==> config.mk <==
export PLATFORM = sky130hd
export DESIGN_NAME = pwm_linear_ramp_generator_core_flat
export DESIGN_NICKNAME = d
export VERILOG_FILES = /design/src/rtl/pwmr_pkg.sv /design/src/rtl/pwmr_if.sv /design/src/rtl/pwm_linear_ramp_generator_core.sv /design/src/rtl/pwmr_muldiv.sv /design/src/flat_wrapper.sv
export SDC_FILE = /design/constraint.sdc
export NUM_CORES = 1
export LEC_CHECK = 0
export BUFFER_PORTS_ARGS = -buffer_cell sky130_fd_sc_hd__buf_2
export CAP_MARGIN = 0
export CORE_MARGIN = 2
export CORE_UTILIZATION = 60
export CTS_BUF_LIST = sky130_fd_sc_hd__clkbuf_8
export CTS_CLUSTER_DIAMETER = 120
export DETAILED_ROUTE_END_ITERATION = 16
export HOLD_SLACK_MARGIN = 0.06
export PLACE_DENSITY = 0.77
export SLEW_MARGIN = 20
export SYNTH_ARGS = -nofsm -noshare
export SYNTH_HDL_FRONTEND = slang
export SYNTH_HIERARCHICAL = 1
export SYNTH_SLANG_ARGS = --single-unit
==> constraint.sdc <==
create_clock -name clk -period 12 [get_ports clk]
set_input_delay 1.2 -clock clk [delete_from_list [all_inputs] [get_ports clk]]
set_output_delay 1.2 -clock clk [all_outputs]
set_load 0.005 [all_outputs]
==> src/rtl/pwmr_pkg.sv <==
// Shared types and constants for the PWM linear ramp generator.
package pwmr_pkg;

    localparam int COMPARE_BITS_DEF = 16;
    localparam int STEPS_BITS       = 12;
    localparam logic [STEPS_BITS-1:0] STEPS_RESET = 12'd100;

    localparam logic OP_TICK = 1'b0;
    localparam logic OP_CMD  = 1'b1;

    localparam logic signed [1:0] DIR_FWD     = 2'sb01;
    localparam logic signed [1:0] DIR_STOP    = 2'sb00;
    localparam logic signed [1:0] DIR_REV     = 2'sb11;
    localparam logic signed [1:0] DIR_INVALID = 2'sb10;

    typedef enum logic [1:0] {
        ST_IDLE,
        ST_CALC,
        ST_EMIT
    } state_t;

    typedef enum logic [1:0] {
        MD_IDLE,
        MD_MUL,
        MD_DIV,
        MD_DONE
    } md_phase_t;

endpackage

==> src/rtl/pwmr_if.sv <==
// Channel interfaces: input items, result items and the step count register.
interface pwmr_req_if #(parameter int CB = pwmr_pkg::COMPARE_BITS_DEF);
    logic              valid;
    logic              ready;
    logic              operation;
    logic signed [1:0] direction;
    logic [CB-1:0]     speed;

    modport source(output valid, operation, direction, speed, input ready);
    modport sink(input valid, operation, direction, speed, output ready);
endinterface

interface pwmr_rsp_if #(parameter int CB = pwmr_pkg::COMPARE_BITS_DEF);
    logic          valid;
    logic          ready;
    logic [CB-1:0] compare_value;
    logic          direction_pin;
    logic          in_motion;
    logic          ramping;

    modport source(output valid, compare_value, direction_pin, in_motion, ramping,
                   input ready);
    modport sink(input valid, compare_value, direction_pin, in_motion, ramping,
                 output ready);
endinterface

interface pwmr_cfg_if;
    logic                            valid;
    logic                            ready;
    logic [pwmr_pkg::STEPS_BITS-1:0] data;

    modport source(output valid, data, input ready);
    modport sink(input valid, data, output ready);
endinterface

==> src/rtl/pwm_linear_ramp_generator_core.sv <==
// Top level: command and tick handling, ramp state and result register.
//
//   channel  dir  payload
//   req      in   operation, direction, speed
//   rsp      out  compare_value, direction_pin, in_motion, ramping
//   cfg      in   data (ramp step count)
//
// Commands, idle ticks and final ticks: result loaded in the accept cycle.
// Mid-ramp ticks: the serial multiply/divide unit computes the new level
// in ST_CALC; the result is loaded in ST_EMIT once the output is free.
// Reset clears the control and ramp state and rsp.valid; step count returns to 100.
// req is held off in ST_CALC/ST_EMIT and while a result waits unaccepted.
module pwm_linear_ramp_generator_core
    import pwmr_pkg::*;
#(
    parameter int COMPARE_BITS = COMPARE_BITS_DEF
)
(
    input  logic        clk,
    input  logic        rst_n,
    pwmr_req_if.sink    req,
    pwmr_rsp_if.source  rsp,
    pwmr_cfg_if.sink    cfg
);

    localparam int CB = COMPARE_BITS;

    state_t                 state_reg, state_next;
    logic [CB-1:0]          present_reg, present_next;
    logic [CB-1:0]          start_reg, start_next;
    logic [CB-1:0]          target_reg, target_next;
    logic signed [CB:0]     diff_reg, diff_next;
    logic [STEPS_BITS-1:0]  step_reg, step_next;
    logic                   active_reg, active_next;
    logic                   dir_reg, dir_next;
    logic                   motion_reg, motion_next;
    logic [STEPS_BITS-1:0]  steps_reg;
    logic                   ov_reg, ov_next;
    logic [CB-1:0]          ocmp_reg, ocmp_next;
    logic                   odir_reg, odir_next;
    logic                   omot_reg, omot_next;
    logic                   oramp_reg, oramp_next;

    logic                   accept, out_free, out_load;
    logic [STEPS_BITS-1:0]  step_inc;
    logic                   finish, tick_calc;
    logic [CB-1:0]          cmd_target;
    logic [CB:0]            mag_full;
    logic                   md_start, md_done;
    logic [CB-1:0]          md_quot;

    assign out_free  = ~ov_reg | rsp.ready;
    assign req.ready = (state_reg == ST_IDLE) & out_free;
    assign accept    = req.valid & req.ready;
    assign step_inc  = step_reg + 1'b1;
    assign finish    = (steps_reg == '0) | (step_inc == '0) | (step_inc >= steps_reg);
    assign tick_calc = accept & (req.operation == OP_TICK) & active_reg & ~finish;
    assign md_start  = tick_calc;
    assign cmd_target = (req.direction == DIR_STOP) ? '0 : req.speed;
    assign mag_full  = diff_reg[CB] ? (~diff_reg + 1'b1) : diff_reg;

    assign cfg.ready         = 1'b1;
    assign rsp.valid         = ov_reg;
    assign rsp.compare_value = ocmp_reg;
    assign rsp.direction_pin = odir_reg;
    assign rsp.in_motion     = omot_reg;
    assign rsp.ramping       = oramp_reg;

    pwmr_muldiv #(
        .CB(CB)
    ) u_muldiv (
        .clk     (clk),
        .rst_n   (rst_n),
        .start   (md_start),
        .mag     (mag_full[CB-1:0]),
        .mult    (step_inc),
        .divisor (steps_reg),
        .done    (md_done),
        .quot    (md_quot)
    );

    always_comb
    begin
        state_next = state_reg;
        case (state_reg)
            ST_IDLE:
            begin
                if (tick_calc)
                begin
                    state_next = ST_CALC;
                end
            end
            ST_CALC:
            begin
                if (md_done)
                begin
                    state_next = ST_EMIT;
                end
            end
            ST_EMIT:
            begin
                if (out_free)
                begin
                    state_next = ST_IDLE;
                end
            end
            default:
            begin
                state_next = ST_IDLE;
            end
        endcase
    end

    always_comb
    begin
        present_next = present_reg;
        start_next   = start_reg;
        target_next  = target_reg;
        diff_next    = diff_reg;
        step_next    = step_reg;
        active_next  = active_reg;
        dir_next     = dir_reg;
        motion_next  = motion_reg;
        out_load     = 1'b0;
        case (state_reg)
            ST_IDLE:
            begin
                if (accept)
                begin
                    if (req.operation == OP_CMD)
                    begin
                        out_load = 1'b1;
                        if (req.direction != DIR_INVALID)
                        begin
                            dir_next    = (req.direction == DIR_FWD);
                            motion_next = (req.direction != DIR_STOP);
                            if (cmd_target == present_reg)
                            begin
                                active_next = 1'b0;
                            end
                            else if (steps_reg == '0)
                            begin
                                present_next = cmd_target;
                                active_next  = 1'b0;
                            end
                            else
                            begin
                                start_next  = present_reg;
                                target_next = cmd_target;
                                diff_next   = $signed({1'b0, cmd_target})
                                            - $signed({1'b0, present_reg});
                                step_next   = '0;
                                active_next = 1'b1;
                            end
                        end
                    end
                    else if (active_reg)
                    begin
                        step_next = step_inc;
                        if (finish)
                        begin
                            present_next = target_reg;
                            active_next  = 1'b0;
                            out_load     = 1'b1;
                        end
                    end
                    else
                    begin
                        out_load = 1'b1;
                    end
                end
            end
            ST_CALC:
            begin
                if (md_done)
                begin
                    present_next = diff_reg[CB] ? (start_reg - md_quot)
                                                : (start_reg + md_quot);
                end
            end
            ST_EMIT:
            begin
                out_load = out_free;
            end
            default:
            begin
                out_load = 1'b0;
            end
        endcase
    end

    always_comb
    begin
        ov_next    = ov_reg;
        ocmp_next  = ocmp_reg;
        odir_next  = odir_reg;
        omot_next  = omot_reg;
        oramp_next = oramp_reg;
        if (out_load)
        begin
            ov_next    = 1'b1;
            ocmp_next  = present_next;
            odir_next  = dir_next;
            omot_next  = motion_next;
            oramp_next = active_next;
        end
        else if (rsp.ready)
        begin
            ov_next = 1'b0;
        end
    end

    always_ff @(posedge clk or negedge rst_n)
    begin
        if (!rst_n)
        begin
            state_reg   <= ST_IDLE;
            present_reg <= '0;
            start_reg   <= '0;
            target_reg  <= '0;
            diff_reg    <= '0;
            step_reg    <= '0;
            active_reg  <= 1'b0;
            dir_reg     <= 1'b0;
            motion_reg  <= 1'b0;
            ov_reg      <= 1'b0;
        end
        else
        begin
            state_reg   <= state_next;
            present_reg <= present_next;
            start_reg   <= start_next;
            target_reg  <= target_next;
            diff_reg    <= diff_next;
            step_reg    <= step_next;
            active_reg  <= active_next;
            dir_reg     <= dir_next;
            motion_reg  <= motion_next;
            ov_reg      <= ov_next;
        end
    end

    always_ff @(posedge clk or negedge rst_n)
    begin
        if (!rst_n)
        begin
            steps_reg <= STEPS_RESET;
        end
        else if (cfg.valid)
        begin
            steps_reg <= cfg.data;
        end
    end

    always_ff @(posedge clk)
    begin
        ocmp_reg  <= ocmp_next;
        odir_reg  <= odir_next;
        omot_reg  <= omot_next;
        oramp_reg <= oramp_next;
    end

endmodule

==> src/rtl/pwmr_muldiv.sv <==
// Serial shift-add multiply then restoring divide on one shared adder.
module pwmr_muldiv
    import pwmr_pkg::*;
#(
    parameter int CB = COMPARE_BITS_DEF
)
(
    input  logic                  clk,
    input  logic                  rst_n,
    input  logic                  start,
    input  logic [CB-1:0]         mag,
    input  logic [STEPS_BITS-1:0] mult,
    input  logic [STEPS_BITS-1:0] divisor,
    output logic                  done,
    output logic [CB-1:0]         quot
);

    localparam int PW = CB + STEPS_BITS;
    localparam int AW = PW + 1;
    localparam int CW = $clog2(PW + 1);

    md_phase_t              phase_reg, phase_next;
    logic [CW-1:0]          cnt_reg, cnt_next;
    logic [PW-1:0]          acc_reg, acc_next;
    logic [PW-1:0]          mcand_reg, mcand_next;
    logic [STEPS_BITS-1:0]  mplier_reg, mplier_next;
    logic [STEPS_BITS-1:0]  div_reg, div_next;
    logic [STEPS_BITS-1:0]  rem_reg, rem_next;

    logic [AW-1:0]          add_a, add_b, sum;
    logic                   cin;
    logic [STEPS_BITS:0]    shifted;
    logic                   qbit;

    assign shifted = {rem_reg, acc_reg[PW-1]};
    assign sum     = add_a + add_b + AW'(cin);
    assign qbit    = ~sum[AW-1];
    assign done    = (phase_reg == MD_DONE);
    assign quot    = acc_reg[CB-1:0];

    always_comb
    begin
        phase_next = phase_reg;
        case (phase_reg)
            MD_IDLE:
            begin
                if (start)
                begin
                    phase_next = MD_MUL;
                end
            end
            MD_MUL:
            begin
                if (cnt_reg == '0)
                begin
                    phase_next = MD_DIV;
                end
            end
            MD_DIV:
            begin
                if (cnt_reg == '0)
                begin
                    phase_next = MD_DONE;
                end
            end
            MD_DONE:
            begin
                phase_next = MD_IDLE;
            end
            default:
            begin
                phase_next = MD_IDLE;
            end
        endcase
    end

    always_comb
    begin
        cnt_next    = cnt_reg;
        acc_next    = acc_reg;
        mcand_next  = mcand_reg;
        mplier_next = mplier_reg;
        div_next    = div_reg;
        rem_next    = rem_reg;
        add_a       = '0;
        add_b       = '0;
        cin         = 1'b0;
        case (phase_reg)
            MD_IDLE:
            begin
                if (start)
                begin
                    acc_next    = '0;
                    mcand_next  = PW'(mag);
                    mplier_next = mult;
                    div_next    = divisor;
                    rem_next    = '0;
                    cnt_next    = CW'(STEPS_BITS - 1);
                end
            end
            MD_MUL:
            begin
                add_a       = AW'(acc_reg);
                add_b       = mplier_reg[0] ? AW'(mcand_reg) : '0;
                acc_next    = sum[PW-1:0];
                mcand_next  = {mcand_reg[PW-2:0], 1'b0};
                mplier_next = {1'b0, mplier_reg[STEPS_BITS-1:1]};
                cnt_next    = (cnt_reg == '0) ? CW'(PW - 1) : cnt_reg - 1'b1;
            end
            MD_DIV:
            begin
                add_a    = AW'(shifted);
                add_b    = ~AW'(div_reg);
                cin      = 1'b1;
                rem_next = qbit ? sum[STEPS_BITS-1:0] : shifted[STEPS_BITS-1:0];
                acc_next = {acc_reg[PW-2:0], qbit};
                cnt_next = cnt_reg - 1'b1;
            end
            default:
            begin
                cnt_next = cnt_reg;
            end
        endcase
    end

    always_ff @(posedge clk or negedge rst_n)
    begin
        if (!rst_n)
        begin
            phase_reg <= MD_IDLE;
            cnt_reg   <= '0;
        end
        else
        begin
            phase_reg <= phase_next;
            cnt_reg   <= cnt_next;
        end
    end

    always_ff @(posedge clk)
    begin
        acc_reg    <= acc_next;
        mcand_reg  <= mcand_next;
        mplier_reg <= mplier_next;
        div_reg    <= div_next;
        rem_reg    <= rem_next;
    end

endmodule

==> src/flat_wrapper.sv <==
// flat-port wrapper written by rule: the top's interface ports become plain ports
module pwm_linear_ramp_generator_core_flat import pwmr_pkg::*;
#(
    parameter int COMPARE_BITS = COMPARE_BITS_DEF
)
  (clk, rst_n, req_valid, req_operation, req_direction, req_speed, req_ready, rsp_valid, rsp_compare_value, rsp_direction_pin, rsp_in_motion, rsp_ramping, rsp_ready, cfg_valid, cfg_data, cfg_ready);
  pwmr_req_if req_i ();
  pwmr_rsp_if rsp_i ();
  pwmr_cfg_if cfg_i ();
  input  logic clk;
  input  logic rst_n;
  input wire logic [$bits(req_i.valid)-1:0] req_valid;
  input wire logic [$bits(req_i.operation)-1:0] req_operation;
  input wire logic [$bits(req_i.direction)-1:0] req_direction;
  input wire logic [$bits(req_i.speed)-1:0] req_speed;
  output wire logic [$bits(req_i.ready)-1:0] req_ready;
  output wire logic [$bits(rsp_i.valid)-1:0] rsp_valid;
  output wire logic [$bits(rsp_i.compare_value)-1:0] rsp_compare_value;
  output wire logic [$bits(rsp_i.direction_pin)-1:0] rsp_direction_pin;
  output wire logic [$bits(rsp_i.in_motion)-1:0] rsp_in_motion;
  output wire logic [$bits(rsp_i.ramping)-1:0] rsp_ramping;
  input wire logic [$bits(rsp_i.ready)-1:0] rsp_ready;
  input wire logic [$bits(cfg_i.valid)-1:0] cfg_valid;
  input wire logic [$bits(cfg_i.data)-1:0] cfg_data;
  output wire logic [$bits(cfg_i.ready)-1:0] cfg_ready;
  assign req_i.valid = req_valid;
  assign req_i.operation = req_operation;
  assign req_i.direction = req_direction;
  assign req_i.speed = req_speed;
  assign req_ready = req_i.ready;
  assign rsp_valid = rsp_i.valid;
  assign rsp_compare_value = rsp_i.compare_value;
  assign rsp_direction_pin = rsp_i.direction_pin;
  assign rsp_in_motion = rsp_i.in_motion;
  assign rsp_ramping = rsp_i.ramping;
  assign rsp_i.ready = rsp_ready;
  assign cfg_i.valid = cfg_valid;
  assign cfg_i.data = cfg_data;
  assign cfg_ready = cfg_i.ready;
  pwm_linear_ramp_generator_core #(.COMPARE_BITS(COMPARE_BITS)) u_core (.clk(clk), .rst_n(rst_n), .req(req_i), .rsp(rsp_i), .cfg(cfg_i));
endmodule
# --- After elaboration in Yosys (flattened, before gate mapping) ---
# Index checks and enable logic that the tools add are counted.
word_totals:
  in_bits: 36
  wordCells: 147
  ff_bits: 213
  out_inout_bits: 22
op_classes:
  reduce_logical: 20
  magnitude_cmp: 1
  add_sub_neg: 8
  mux: 63
  n_bitwise: 16
  eq_ne: 17
op_table:
  columns: ["op", "n"]
  rows:
  - ["$mux W16", 11]
  - ["$pmux W28 S2", 2]
  - ["$mux W12", 8]
  - ["$mux W28", 3]
  - ["$pmux W28 S3", 1]
  - ["$pmux W29 S2", 1]
  - ["$pmux W12 S2", 2]
  - ["$pmux W16 S2", 1]
  - ["$add A28 B29 Y29", 1]
  - ["$add A29 B1 Y29", 1]
  - ["$not A12 Y29", 1]
  - ["$logic_not A12 Y1", 2]
  - ["$mux W1", 23]
  - ["$sub A16 B16 Y17", 1]
  - ["$add A16 B1 Y16 const B", 1]
  - ["$add A16 B16 Y16", 1]
  - ["$eq A16 B16 Y1", 1]
  - ["$not A16 Y16", 1]
  - ["$sub A16 B16 Y16", 1]
  - ["$pmux W5 S3", 1]
  - ["$add A12 B1 Y12 const B", 1]
  - ["$ge A12 B12 Y1", 1]
  - ["$reduce_and A6 Y1", 2]
  - ["$mux W2", 5]
  - ["other kinds (18)", 52]

# --- Depth between registers and ports, before layout ---
# Gate-level depths: netlist of the first run.
logic_depth:
  ltp_word: 10
  depth_mapped: 22
  mapped_depth_nobuf: 18

# --- Modules after synthesis ---
# Netlist of the first run, hierarchy kept.
modules_own_cells:
  columns: ["module", "seq_area_each_um2", "n_inst", "area_per_inst_um2", "cells_each"]
  rows:
  - ["pwm_linear_ramp_generator_core", 2951.6, 1, 7345.8, 822]
  - ["pwmr_muldiv", 2937.8, 1, 6409.9, 649]

# --- Worst setup path before layout of the first run ---
# No wires, ideal clock.
synth_timing:
  path_type: "flip-flop to flip-flop"
  from: "reg u_core.u_muldiv.phase_reg[0]"
  to: "reg u_core.u_muldiv.rem_reg[7], data pin"
  n_path_buf: 5
  t_arrival_ns: 4.636
  required_ns: 11.732
  slack_ns: 7.096
  synth_period_minus_slack_ns: 4.904
  setup_time_ns: 0.268
  path_stages_with_launch: 21
  cell_sequence: "dfrtp_1 inv_1 ha_1 clkbuf_1 and2_1 clkbuf_1 clkbuf_1 a22oi_1 fa_1 fa_1 nand2b_1 a21oi_1 o21ai_1 o21ai_0 a31oi_1 o21ai_0 ha_1 clkbuf_1 buf_1 mux2i_1 nor2_1"
synth_via:
  elab_chain_len: 6
  elab_cells_between_ends: 10
  cone_classes: "add/sub: 2; eq/ne: 2; mux: 5; reduce/logical: 1"
synth_lines:
  columns: ["element", "line_no", "text"]
  rows:
  - ["from (decl)", "pwmr_muldiv.sv:22", "md_phase_t phase_reg, phase_next;"]
  - ["from (signal assigned)", "pwmr_muldiv.sv:135", "phase_reg <= phase_next;"]
  - ["$eq A2 B2 Y1 or $eq A2 B1 Y1 (tied branches)", "pwmr_muldiv.sv:88", "case (phase_reg)"]
  - ["$pmux W28 S2 or $pmux W29 S2 (tied branches)", "pwmr_muldiv.sv:88", null]
  - ["$add A28 B29 Y29", "pwmr_muldiv.sv:36", "assign sum = add_a + add_b + AW'(cin);"]
  - ["$add A29 B1 Y29", "pwmr_muldiv.sv:36", null]
  - ["$mux W12", "pwmr_muldiv.sv:115", "rem_next = qbit ? sum[STEPS_BITS-1:0] : shifted[STEPS_BITS-1:0];"]
  - ["$pmux W12 S2 (*)", "pwmr_muldiv.sv:88", null]
  - ["to (signal assigned)", "pwmr_muldiv.sv:146", "rem_reg <= rem_next;"]
  - ["to (decl)", "pwmr_muldiv.sv:28", "logic [STEPS_BITS-1:0] rem_reg, rem_next;"]
# Mark *: on every way between the ends. The rest lies on a longest branch, timed or not.
# A chain may end at the register's enable or synchronous reset.

# --- Worst setup path after layout of the first run ---
layout_timing:
  from: "reg u_core.u_muldiv.phase_reg[0]"
  to: "reg u_core.u_muldiv.rem_reg[5], data pin"
# Same word-level chain as after synthesis.

==> summary.md, run 1 <==
The flow ran to the end, and the final reports show no timing, DRC or antenna violations. The number of antenna violations at the first check in global routing was 0. Before antenna repair, the detailed router went through 6 iterations. For the worst flop-to-flop path, the logic depth is 17. At the later pin of the worst-skew pair, clock insertion delay measures 0.56 ns. After synthesis, the netlist uses 81 different library cells. Type of destination of the critical path: a register. The worst register-to-register path has a setup slack of 5.73 ns. Once detail routing completed, the nets flagged for antenna violations numbered 0. After synthesis the cells add up to 13760 um2.

The area added between synthesis and finish was 8.241%. The share of the synthesized area in the top cell type is 0.2423, and the measured slew at the worst slew-check pin is 1.052 ns. The cell family contributing the most delay on the critical path was adder cells. Synthesis produced a netlist whose cell count is 1471.

The buffer and inverter count on the worst path works out to 4. The class of the worst hold path was reg -> reg. The tools report the launch point of the worst path as u_core/u_muldiv/phase_reg[0].

The run gives 58 as the number of primary I/O pins. The number of vias per cell after detailed routing is 6.220. The hold buffer count at CTS came out at 0. Across the run, the number of max-cap violations was 0.

Setup repair after global routing left no endpoint under its margin. The first global-routing pass estimated 55.55 mm of wire. The run gives 1590 as the number of nets produced by synthesis.

The average footprint of a synthesized cell was 9.351 um2. The last element of the critical path was u_core/u_muldiv/rem_reg[5]. On the final layout, the worst clock skew is 0.02314 ns.

The leakage dissipation was 6.349 nW. For the DRC violation total after the first TritonRoute iteration, the log shows 1010. For the number of non-filler instances in the completed layout, the log shows 1808.

Setup violations remaining at the end of the flow were counted as 0. The launch point of the worst reg-to-reg path was u_core/u_muldiv/phase_reg[0]. By area the synthesized netlist is led by edfxtp_1 24%, dfrtp_1 18%, ha_1 7.2%. The top flip-flop cell by instance count after synthesis was edfxtp_1. The wire-length estimate of the detail-placed layout is 25.12 mm.

The buffer count from post-CTS setup fixing was 0; the maximum level of the CTS H-tree was 2. The tools report the hold violation total from the final report as 0. Category of the worst setup path launch point: a register. Number of gates on the worst path with buffers counted: 17. The finished cells cover 14890 um2. Yosys instantiated no cell more often than nand2_1. The logs give 0 for the antenna diode count and 6.52 ns for the data arrival time at the worst-slack endpoint. The clock passes through at most 3 buffers.

TritonCTS built the clock tree. IR analysis of the VDD net gives a maximum drop of 0.0001584 V. Summed over all instances, the cell type with the most area after synthesis is edfxtp_1. In this run the critical register-to-register path is captured at u_core/u_muldiv/rem_reg[5]. The full die area is 24150 um2, and the instance area after placement is 14110 um2.

The total instance count after detailed placement is 1738. The critical path in this run is classified as reg -> reg. For this design, the sink count on the clock tree is 213.

The number of clock buffers added by TritonCTS is 38. The post-route total power was 4.346 mW; the power per cell area was 291.9 nW/um2. The delay of the slowest critical-path stage works out to 0.87 ns. Walking the worst path, the cells encountered are inv_1 > ha_1 > inv_1 > nor2_2 > buf_4 > a22o_1 > inv_1 > fa_1 > nand2b_1 > a21oi_1 > o21ai_1 > o21ai_0 > a31oi_1 > o21ai_0 > ha_1 > mux2i_1 > nor2_1.

The total overflow left after global routing is 0. Sum of negative setup slack: 0 ns. The die is 155.4 um tall. For the finished layout, the period the worst path requires is 6.271 ns. After clock tree synthesis, the clock-pin slew on the worst setup and hold paths is 0.06 ns.

The count of flip-flops with a built-in enable after synthesis was 111; the max-slew violation count was 0. The number of gates resized after cts was 0. For this design, the slowest cell found on the critical path is ha_1.

Detailed routing inserted a total of 11245 vias. In the final design database the tool counted 1612 nets. Peak clock frequency supported by timing: 0.1595 GHz. The run gives 0.2868 as the overall fraction of global-route tracks in use.

The run gives 34.29 mm as the final wirelength. The final period utilization was 0.5226; the die width was 155.4 um. The initial standard-cell utilization of the core is 0.6094, and the average wire length per cell after detail routing is 18.96 um. Number of global-route vias before repair: 10719. The run gives 0.2986 as the worst-case headroom to the max-slew limit.

Routability-driven placement finished with a final weighted congestion of 0.9788. By count the netlist is led by 163 x nand2_1, 122 x o21ai_0, 111 x edfxtp_1, 104 x nor2_1, 99 x dfrtp_1. Input and output buffers added on the ports amount to 56. For this run, design rule violations remaining after detail routing come to 0. After floorplanning, the core was sized to cover 22570 um2. Yosys printed 6 warnings. For the part of the Yosys area used for sequential elements, the log shows 0.4281. The maximum fanout encountered on the critical timing path is 30. The share of final-layout standard cells stronger than drive strength 1 was 0.1188; the number of storage elements in the synthesis netlist was 213. The required time of the worst setup path came out at 12.24 ns. The post-synthesis async set-or-reset flop share is 0.4789. The root buffer selected by CTS is clkbuf_8.

By instance count, the cell type seen most on the critical path is inv_1. Row generation in the floorplan step produced 55 rows. Entering global routing, the biggest net connects 108 pins.
==> per-stage QoR <==
step	setup slack [ns]	hold slack, ns	utilization
6_report	5.729	0.4857	0.6596
3_3_place_gp	6.095	0.4611	0.6253
3_5_place_dp	5.852	0.4724	0.6253
2_1_floorplan	7.096	0.4470	-
5_1_grt	5.176	0.5162	0.6596
4_1_cts	5.808	0.4870	0.6596
==> worst min-delay path by stage <==
stage                         startpoint                         end  slack, ns  cells after the start
finish              u_core/target_reg[9]        u_core/target_reg[9]       0.49                      2
global route        u_core/start_reg[14]        u_core/start_reg[14]       0.52                      2
CTS                 u_core/target_reg[9]        u_core/target_reg[9]       0.49                      2
detailed placement  u_core/target_reg[9]        u_core/target_reg[9]       0.47                      2
global placement     u_core/steps_reg[7]  u_core/u_muldiv/div_reg[7]       0.46                      0
floorplan            u_core/steps_reg[3]  u_core/u_muldiv/div_reg[3]       0.45                      0
==> logic make-up (layout without fill, tap and decap cells) <==
family | after synthesis | count (layout) | synth area share
compound gates | 409 | 409 | 0.1912
xor+xnor | 76 | 76 | 0.04839
fa+ha+maj | 84 | 84 | 0.07850
buf+inv | 167 | 219 | 0.05075
flops | 213 | 213 | 0.4281
mux | 47 | 47 | 0.03729
other cells | 1 | 1 | 0.0002726
simple gates | 474 | 474 | 0.1655
==> final cells by class <==
cell class | instances | area (um2)
Clock buffer | 40 | 550.5
Sequential cell | 213 | 5889
Clock inverter | 30 | 225.2
Timing Repair Buffer | 64 | 342.8
Tap cell | 285 | 356.6
Fill cell | 1802 | 7682
Multi-Input combinational cell | 1091 | 7206
Inverter | 85 | 319.1
==> worst min-delay path, cell delays in order (launching register included) <==
cell and delay (ns):
dfrtp_1 0.34, nand2_1 0.04, o21ai_0 0.06
==> routing by layer <==
layer	up-vias	wire, um	global-route usage
met4	0	692	0.07689
met3	60	2305	0.04624
li1	5375	-	-
met1	5391	15450	0.4117
met5	-	0	0
met2	419	15840	0.4560
==> where the power goes <==
group	internal (mW)	switching [mW]	total, mW	leakage, nW
Combinational	0.878	1.36	2.24	3.54
Clock	0.380	0.314	0.694	0.442
Sequential	1.18	0.234	1.41	2.37
Total	2.43	1.91	4.35	6.35
==> cell usage in the layout (no fill, tap or decap), types with 9 or more instances in the layout <==
| master | instances |
|---|---|
| a211oi_1 | 11 |
| a21o_1 | 12 |
| a21oi_1 | 94 |
| a221o_1 | 11 |
| a22o_1 | 14 |
| a2bb2oi_1 | 11 |
| a31oi_1 | 13 |
| and2_1 | 23 |
| and3_1 | 29 |
| buf_2 | 55 |
| buf_4 | 9 |
| clkbuf_8 | 40 |
| clkinv_2 | 9 |
| dfrtp_1 | 99 |
| edfxtp_1 | 111 |
| ha_1 | 78 |
| inv_1 | 95 |
| mux2_2 | 34 |
| mux2i_1 | 13 |
| nand2_1 | 162 |
| nand2b_1 | 19 |
| nand3_1 | 38 |
| nand4_1 | 11 |
| nor2_1 | 103 |
| nor2b_1 | 17 |
| nor3_1 | 21 |
| o21a_1 | 13 |
| o21ai_0 | 120 |
| o21ai_1 | 11 |
| o22ai_1 | 9 |
| o31ai_1 | 24 |
| or3_1 | 10 |
| xnor2_1 | 57 |
| xor2_1 | 19 |
Power figures use the tool's default switching activity.
==> inputs of run 2 (changes only) <==
==> constraint.sdc (replaced) <==
create_clock -name clk -period 6.1 [get_ports clk]
set_input_delay 0.61 -clock clk [delete_from_list [all_inputs] [get_ports clk]]
set_output_delay 0.61 -clock clk [all_outputs]
set_load 0.005 [all_outputs]
==> run 2 against run 1 <==
Non-clock buffer count is 8 higher. Sequential share of layout area is 0.10 points lower. Global-route usage hardly changed. Die area stayed put. Register-to-register slack worse by 4.7 ns. Clock skew is 0.0081 ns lower. Clock power is 90% higher. Highest routed layer unchanged.
==> summary.md, run 2 (synthesis gave the netlist of run 1 again) <==
The tools report the later-pin clock latency in the skew report as 0.55 ns. The quantity of I/O buffers inserted on ports is 56, and the count of endpoints failing setup in the final report is 0. The share of total power in combinational logic is 0.522, and the iteration count of the initial detailed-routing pass is 5.

The worst-case IR drop observed on VDD is 0.0003619 V. The power share of the sequential group is 0.323, and the met3 track utilization from global routing is 0.04262. STA classifies the critical path endpoint as a register. The run gives 58 as the number of primary I/O pins. The internal power contribution is 4.780 mW. The delay of the slowest critical-path stage is 0.58 ns. On the final layout, the worst hold slack is 0.09893 ns. The run gives 0 as the hold violation total from the final report.

Row generation in the floorplan step produced 55 rows. For the final database, setup skew stands at 0.01509 ns. The detailed router finished its first iteration with 935 violations. The multi-input combinational cells in the finished layout cover a total of 7206 um2. The area of the core was 22570 um2.

In the final routed layout, each cell accounts on average for 18.83 um. The cell occurring most often along the worst timing path is o21ai_0. Once detailed placement completed, the half-perimeter wirelength came to 24.72 mm.

For the count of nets left with antenna violations after detail routing, the log shows 0. For the leakage dissipation, the log shows 6.383 nW. The number of gates resized after cts came out at 0. The area added between synthesis and finish is 8.523%, and the share of final-layout standard cells stronger than drive strength 1 is 0.1208. The class of the worst hold path was in -> async. Number of non-filler instances in the completed layout: 1816. The cell family contributing the most delay on the critical path is adder cells. Fill cells in the final layout number 1806.

The tools report the full die area as 24150 um2. Net switching power figure: 3.763 mW. The worst setup path is of the reg -> reg kind. Number of global-route vias before repair: 10879.

TritonCTS built the clock tree. The hold buffer count at CTS was 0. The global routing stage identified its most utilized layer as met2. From left edge to right edge, the die measures 155.4 um.

The initial standard-cell utilization of the core is 0.6094, and the overall fraction of global-route tracks in use is 0.2867. After clock tree synthesis, the clock-pin slew on the worst setup and hold paths is 0.06 ns. The tree is rooted in a clkbuf_8.

The final period utilization came out at 0.8320. The tools report the peak clock frequency supported by timing as 0.1970 GHz. The share of total power consumed by net switching was 0.4405; the worst-case headroom to the max-slew limit was 0.2963.

The H-tree was split into 2 levels. Counting every sink on the clock net gives 213. The library cell used most frequently in the layout, excluding fill and tap cells, is nand2_1.

Share of power burned in the clock network: 0.155. At the pin with the least slew margin, the transition time is 1.056 ns. The logs give 0.4444 for the met2 global-route usage and 5.38 ns for the data arrival time at the worst-slack endpoint.

The logs give 0.4145 for the met1 demand-to-capacity share in global routing and 0 for the number of antenna violations at the first check in global routing. At the end of routability-driven placement, the weighted congestion stood at 0.9343. The remaining routing DRC violations is 0, and the power per cell area is 572.3 nW/um2. The number of antenna diodes in the final layout is 0.

The post-layout minimum cycle time works out to 5.075 ns. Setup repair after global routing left no endpoint under its margin. Counting both buffers and inverters, the worst setup path holds a total of 2. The run finished with clean final reports. Final wirelength: 34.19 mm.

The routed via count was 11263; the sum of negative setup slack was 0 ns. TritonCTS created 38 clock buffers. The number of buffers between clock root and the deepest sink is 3. The final layout contains 1620 nets.

The floorplan step set the die height to 155.4 um. After detailed routing, the number of vias per cell comes to 6.202. For the area used by sequential logic in the layout, the log shows 5889 um2. In this run the post-CTS setup repair buffer count came out at 0.

For this run the aggregate overflow at the end of global routing stands at 0. The critical path goes through inv_1 > ha_1 > and2_1 > buf_4 > a22oi_1 > fa_1 > fa_1 > nand2b_1 > a21oi_1 > o21ai_1 > o21ai_0 > a31oi_1 > o21ai_0 > ha_1 > o21ai_0 > and2_1. The library cells used most frequently in the layout, excluding fill and tap cells, are 162 x nand2_1, 120 x o21ai_0, 111 x edfxtp_1.

The total instance count after detailed placement is 1746, and the maximum fanout encountered on the critical timing path is 18. At the worst endpoint, the required time is 6.41 ns. The slowest cell on the critical path is ha_1. The first global-routing pass estimated 55.55 mm of wire. STA classifies the critical path startpoint as a register.

Max-slew violation count: 0. The run gives 85 as the pin count of the biggest net entering global routing. Max-cap violations in this run came to 0.
[run 2: changes by cell type in the layout (fill, tap and decap cells not counted), sizes merged]
cell,delta
buf,+8
clkinv,-3
inv,+3
bufinv,-1
clkbuf,+1
[run 2: worst paths after layout]
path / from / endpoint / slack (ns) / cells past startpoint
min in group clk: cfg_data[1] / u_core/steps_reg[1] / 0.27 / 3
worst min register to register: u_core/target_reg[3] / u_core/target_reg[3] / 0.48 / 2
worst max register to register: u_core/u_muldiv/phase_reg[0] / u_core/u_muldiv/rem_reg[10] / 1.02 / 16
max in group asynchronous: rst_n / u_core/u_muldiv/cnt_reg[2] / 4.84 / 2
worst max-delay path: u_core/u_muldiv/phase_reg[0] / u_core/u_muldiv/rem_reg[10] / 1.02 / 16
worst min-delay path: rst_n / u_core/target_reg[2] / 0.1 / 1
[run 2: metal layers]
| metal | wire, um | share of wire | vias up |
|---|---|---|---|
| met5 | 0 | 0 | - |
| met4 | 974 | 0.028 | 0 |
| met3 | 2130 | 0.062 | 90 |
| met2 | 15480 | 0.45 | 430 |
| met1 | 15600 | 0.46 | 5354 |
| li1 | - | - | 5389 |
[run 2: layout make-up]
cell class	instances	share of cell area
timing repair buffer	72	0.02699
tap	285	0.02389
multi-input combinational	1091	0.4827
clock inverter	29	0.01274
clock buffer	41	0.03780
inverter	85	0.02137
sequential	213	0.3945
[run 2: power groups by stage]
stage / Sequential, mW / Clock (mW) / Combinational, mW
4_1_cts: 2.75 / 1.35 / 4.40
6_report: 2.76 / 1.32 / 4.46
3_5_place_dp: 2.77 / 0 / 4.36
5_1_grt: 2.83 / 1.42 / 4.92
3_3_place_gp: 2.76 / 0 / 4.27
2_1_floorplan: 2.60 / 0 / 3.40
[run 2: per-stage QoR]
stage | utilization | power [mW] | instance area [um2] | setup WS (ns)
6_report | 0.6614 | 8.543 | 14930 | 1.025
5_1_grt | 0.6614 | 9.169 | 14930 | 0.8024
4_1_cts | 0.6614 | 8.507 | 14930 | 1.121
3_5_place_dp | 0.6279 | 7.126 | 14170 | 1.144
3_3_place_gp | 0.6279 | 7.025 | 14170 | 1.339
2_1_floorplan | - | 5.998 | 13760 | 1.196
==> inputs of run 3 (changes only) <==
==> constraint.sdc (replaced) <==
create_clock -name clk -period 4.7 [get_ports clk]
set_input_delay 0.47 -clock clk [delete_from_list [all_inputs] [get_ports clk]]
set_output_delay 0.47 -clock clk [all_outputs]
set_load 0.005 [all_outputs]
==> run 3 against run 2 <==
Worst setup slack worse by 0.72 ns. Cell count up 0.44%. Cell area up 0.25%. Critical path depth up 2. Via count up 0.20%. Highest routed layer unchanged. Register-to-register slack worse by 0.72 ns. First-iteration DRC count up 8.0%. Routed wire length up 1.9%. Sequential cell count unchanged. Global-route usage up 0.38 points.
==> summary.md, run 3 (synthesis gave the netlist of run 1 again) <==
At the later pin of the worst-skew pair, clock insertion delay measures 0.54 ns. The power share of the sequential group is 0.323. The register-to-register path setup slack is 0.30 ns, and the instance area after placement is 14270 um2. The library cells used most frequently in the layout, excluding fill and tap cells, are 162 x nand2_1, 118 x o21ai_0, 111 x edfxtp_1. The number of gates on the worst path with buffers counted is 18, and the routability congestion estimate from global placement is 0.9237. The max-slew violation count came out at 0. Share of power burned in the clock network: 0.142.

The final layout contains 1630 nets. The tools report the total clock buffers created by CTS as 37. The worst path needs 4.396 ns of the cycle, external delays included. The share of final-layout standard cells stronger than drive strength 1 was 0.1248.

In this run the critical register-to-register path is captured at u_core/u_muldiv/rem_reg[10]. With fillers left out, the area of the finished cells amounts to 14970 um2. Setup slack on the critical path of the routed design comes to 0.3045 ns. The run gives 4.70 ns as the data arrival time at the worst-slack endpoint.

The share of total power in combinational logic was 0.535. Measured in cells, the most critical reg-to-reg path has a length of 18. Between clock sinks in the finished design, the worst skew comes to 0.01677 ns.

The run gives 1010 as the DRC violation total after the first TritonRoute iteration. The slowest stage of the critical path belongs to the cell fa_1. For this run, design rule violations remaining after detail routing come to 0. STA classifies the critical path endpoint as a register. After detailed routing, the average wire length per cell comes to 19.09 um. Once detailed placement completed, the half-perimeter wirelength came to 25.49 mm.

The leakage dissipation is 6.396 nW, and the number of primary I/O pins is 58. The share of total power consumed by net switching is 0.4472, and the final period utilization is 0.9352. The worst-case headroom to the max-slew limit came out at 0.2852. The count of endpoints failing setup in the final report is 0. For the final wirelength, the log shows 34.82 mm.

CTS built an H-tree with a depth of 2. The worst setup path is launched from a register. The first global-routing pass estimated 56.10 mm of wire. The placement row count was 55. STA puts the critical path data required time at 5.00 ns. Broken down by cell family, the worst path's largest delay share belongs to adder cells. The run gives 11008 as the number of global-route vias before repair. The number of antenna violations at the first check in global routing came out at 0.

The run gives 1756 as the total instance count after detailed placement. The initial standard-cell utilization of the core was 0.6094. The residual overflow from global routing came out at 0. The tightest min-delay check is of the in -> reg type.

Iteration count of the initial detailed-routing pass: 5. The buffer count from post-CTS setup fixing was 0; the power per cell area was 740.3 nW/um2. The tools report the hold violation total from the final report as 0. The run gives 213 as the number of sinks handled by clock tree synthesis. Excluding fillers, the count of instances in the completed layout stands at 1824. The antenna diode count came out at 0.

Cell depth of the worst hold path: 3. TritonCTS built the clock tree. The worst-case IR drop observed on VDD is 0.0004041 V. The path with the worst hold slack has its endpoint at u_core/steps_reg[8].

The run finished with clean final reports. Compared with the post-synthesis result, the final layout area differs by 8.796%. The total area inside the core boundary comes to 22570 um2. The sum of negative setup slack is 0 ns. The net switching power figure is 4.954 mW, and the total of max-cap violations is 0. At the pin with the least slew margin, the transition time is 1.072 ns. Worst hold margin: 0.1477 ns. Cell occurring most often along the worst timing path: o21ai_1.

The routed layout has 11286 vias. From bottom edge to top edge, the die measures 155.4 um. The maximum fanout encountered on the critical timing path is 13. The library cell used most frequently in the layout, excluding fill and tap cells, is nand2_1. The overall fraction of global-route tracks in use was 0.2905; the clock-pin slew reported for the worst setup and hold paths after clock tree synthesis was 0.07 ns. In this run the most critical hold path is launched from cfg_data[8].

Static timing analysis puts the maximum clock frequency at 0.2275 GHz. The worst register-to-register path begins at u_core/u_muldiv/phase_reg[1]. Buffer and inverter count on the worst path: 3. The signal on the critical path passes through inv_1 > ha_2 > inv_1 > nor2_2 > a22oi_1 > fa_1 > fa_1 > nand2b_1 > a21oi_1 > o21ai_1 > o21ai_1 > a31oi_1 > o21ai_1 > ha_1 > buf_4 > nand2_1 > o21ai_0 > and2_1. The delay of the slowest critical-path stage was 0.46 ns. The internal portion of the total power is 6.124 mW. The cell sitting at the root of the clock tree is a clkbuf_8. The worst setup path is of the reg -> reg kind. The run gives 67 as the pin count of the biggest net entering global routing. The full die area was 24150 um2; the quantity of I/O buffers inserted on ports was 56. The detail route stage leaves a number of antenna-violating nets equal to 0. Before CTS, the worst setup slack after placement is 0.1021 ns. The number of buffers between clock root and the deepest sink came out at 3.

The die is 155.4 um wide. Dividing the detail-routed via count by the number of cells gives 6.188.
run 3: cell types whose count changed in the layout (fill, tap and decap cells not counted), moves of 2 or more:
| cell | change |
|---|---|
| buf_4 | +8 |
| bufinv_16 | -2 |
| o21ai_1 | +2 |
| inv_6 | -2 |
| o21ai_0 | -2 |
| clkinvlp_4 | +2 |
run 3: power by group through the flow:
| stage | clock, mW | combinational [mW] | sequential [mW] |
|---|---|---|---|
| final | 1.57 | 5.92 | 3.58 |
| after global routing | 1.69 | 6.49 | 3.67 |
| after CTS | 1.62 | 5.81 | 3.57 |
| after detailed placement | 0 | 5.76 | 3.60 |
| after global placement | 0 | 5.62 | 3.58 |
| after floorplan | 0 | 4.41 | 3.37 |
run 3: how the worst max path moves through the flow:
stage / from / endpoint / slack, ns
after global routing: u_core/u_muldiv/phase_reg[1] / u_core/u_muldiv/rem_reg[10] / -0.005
after detailed placement: u_core/u_muldiv/phase_reg[0] / u_core/u_muldiv/rem_reg[10] / 0.10
final: u_core/u_muldiv/phase_reg[1] / u_core/u_muldiv/rem_reg[10] / 0.30
after floorplan: u_core/u_muldiv/phase_reg[0] / u_core/u_muldiv/rem_reg[7] / 0.04
after global placement: u_core/u_muldiv/phase_reg[0] / u_core/u_muldiv/rem_reg[10] / 0.26
after CTS: u_core/u_muldiv/phase_reg[0] / u_core/u_muldiv/rem_reg[10] / 0.09
run 3: what timing repair did:
item,CTS,global route
endpoints found under the hold margin,9,0
setup endpoints to repair,0,12
gates resized for setup,0,5
hold buffers,1,0
run 3: worst min-delay path: cells and delay by family:
family,cells,cell delay [ns]
AO/OA/AOI/OAI,1,0.06
AND/OR/NAND/NOR,1,0.04
buffers and inverters,1,0.07
run 3: metrics by stage:
stage               power (mW)  utilization
finish                   11.08       0.6630
floorplan                7.789            -
global route             11.84       0.6630
CTS                      11.00       0.6626
global placement         9.199       0.6309
detailed placement       9.354       0.6322
run 3: final cells by class:
class,instances,area (um2)
Timing Repair Buffer,83,515.5
Fill cell,1872,7606
Clock buffer,40,550.5
Inverter,85,319.1
Clock inverter,27,126.4
Multi-Input combinational cell,1091,7208
Sequential cell,213,5889
Tap cell,285,356.6
run 3: metal layers:
layer / up-vias / global-route usage / share of wire
met5: - / 0 / 0
li1: 5407 / - / -
met4: 0 / 0.08781 / 0.023
met3: 65 / 0.05710 / 0.068
met1: 5398 / 0.4149 / 0.45
met2: 416 / 0.4520 / 0.45
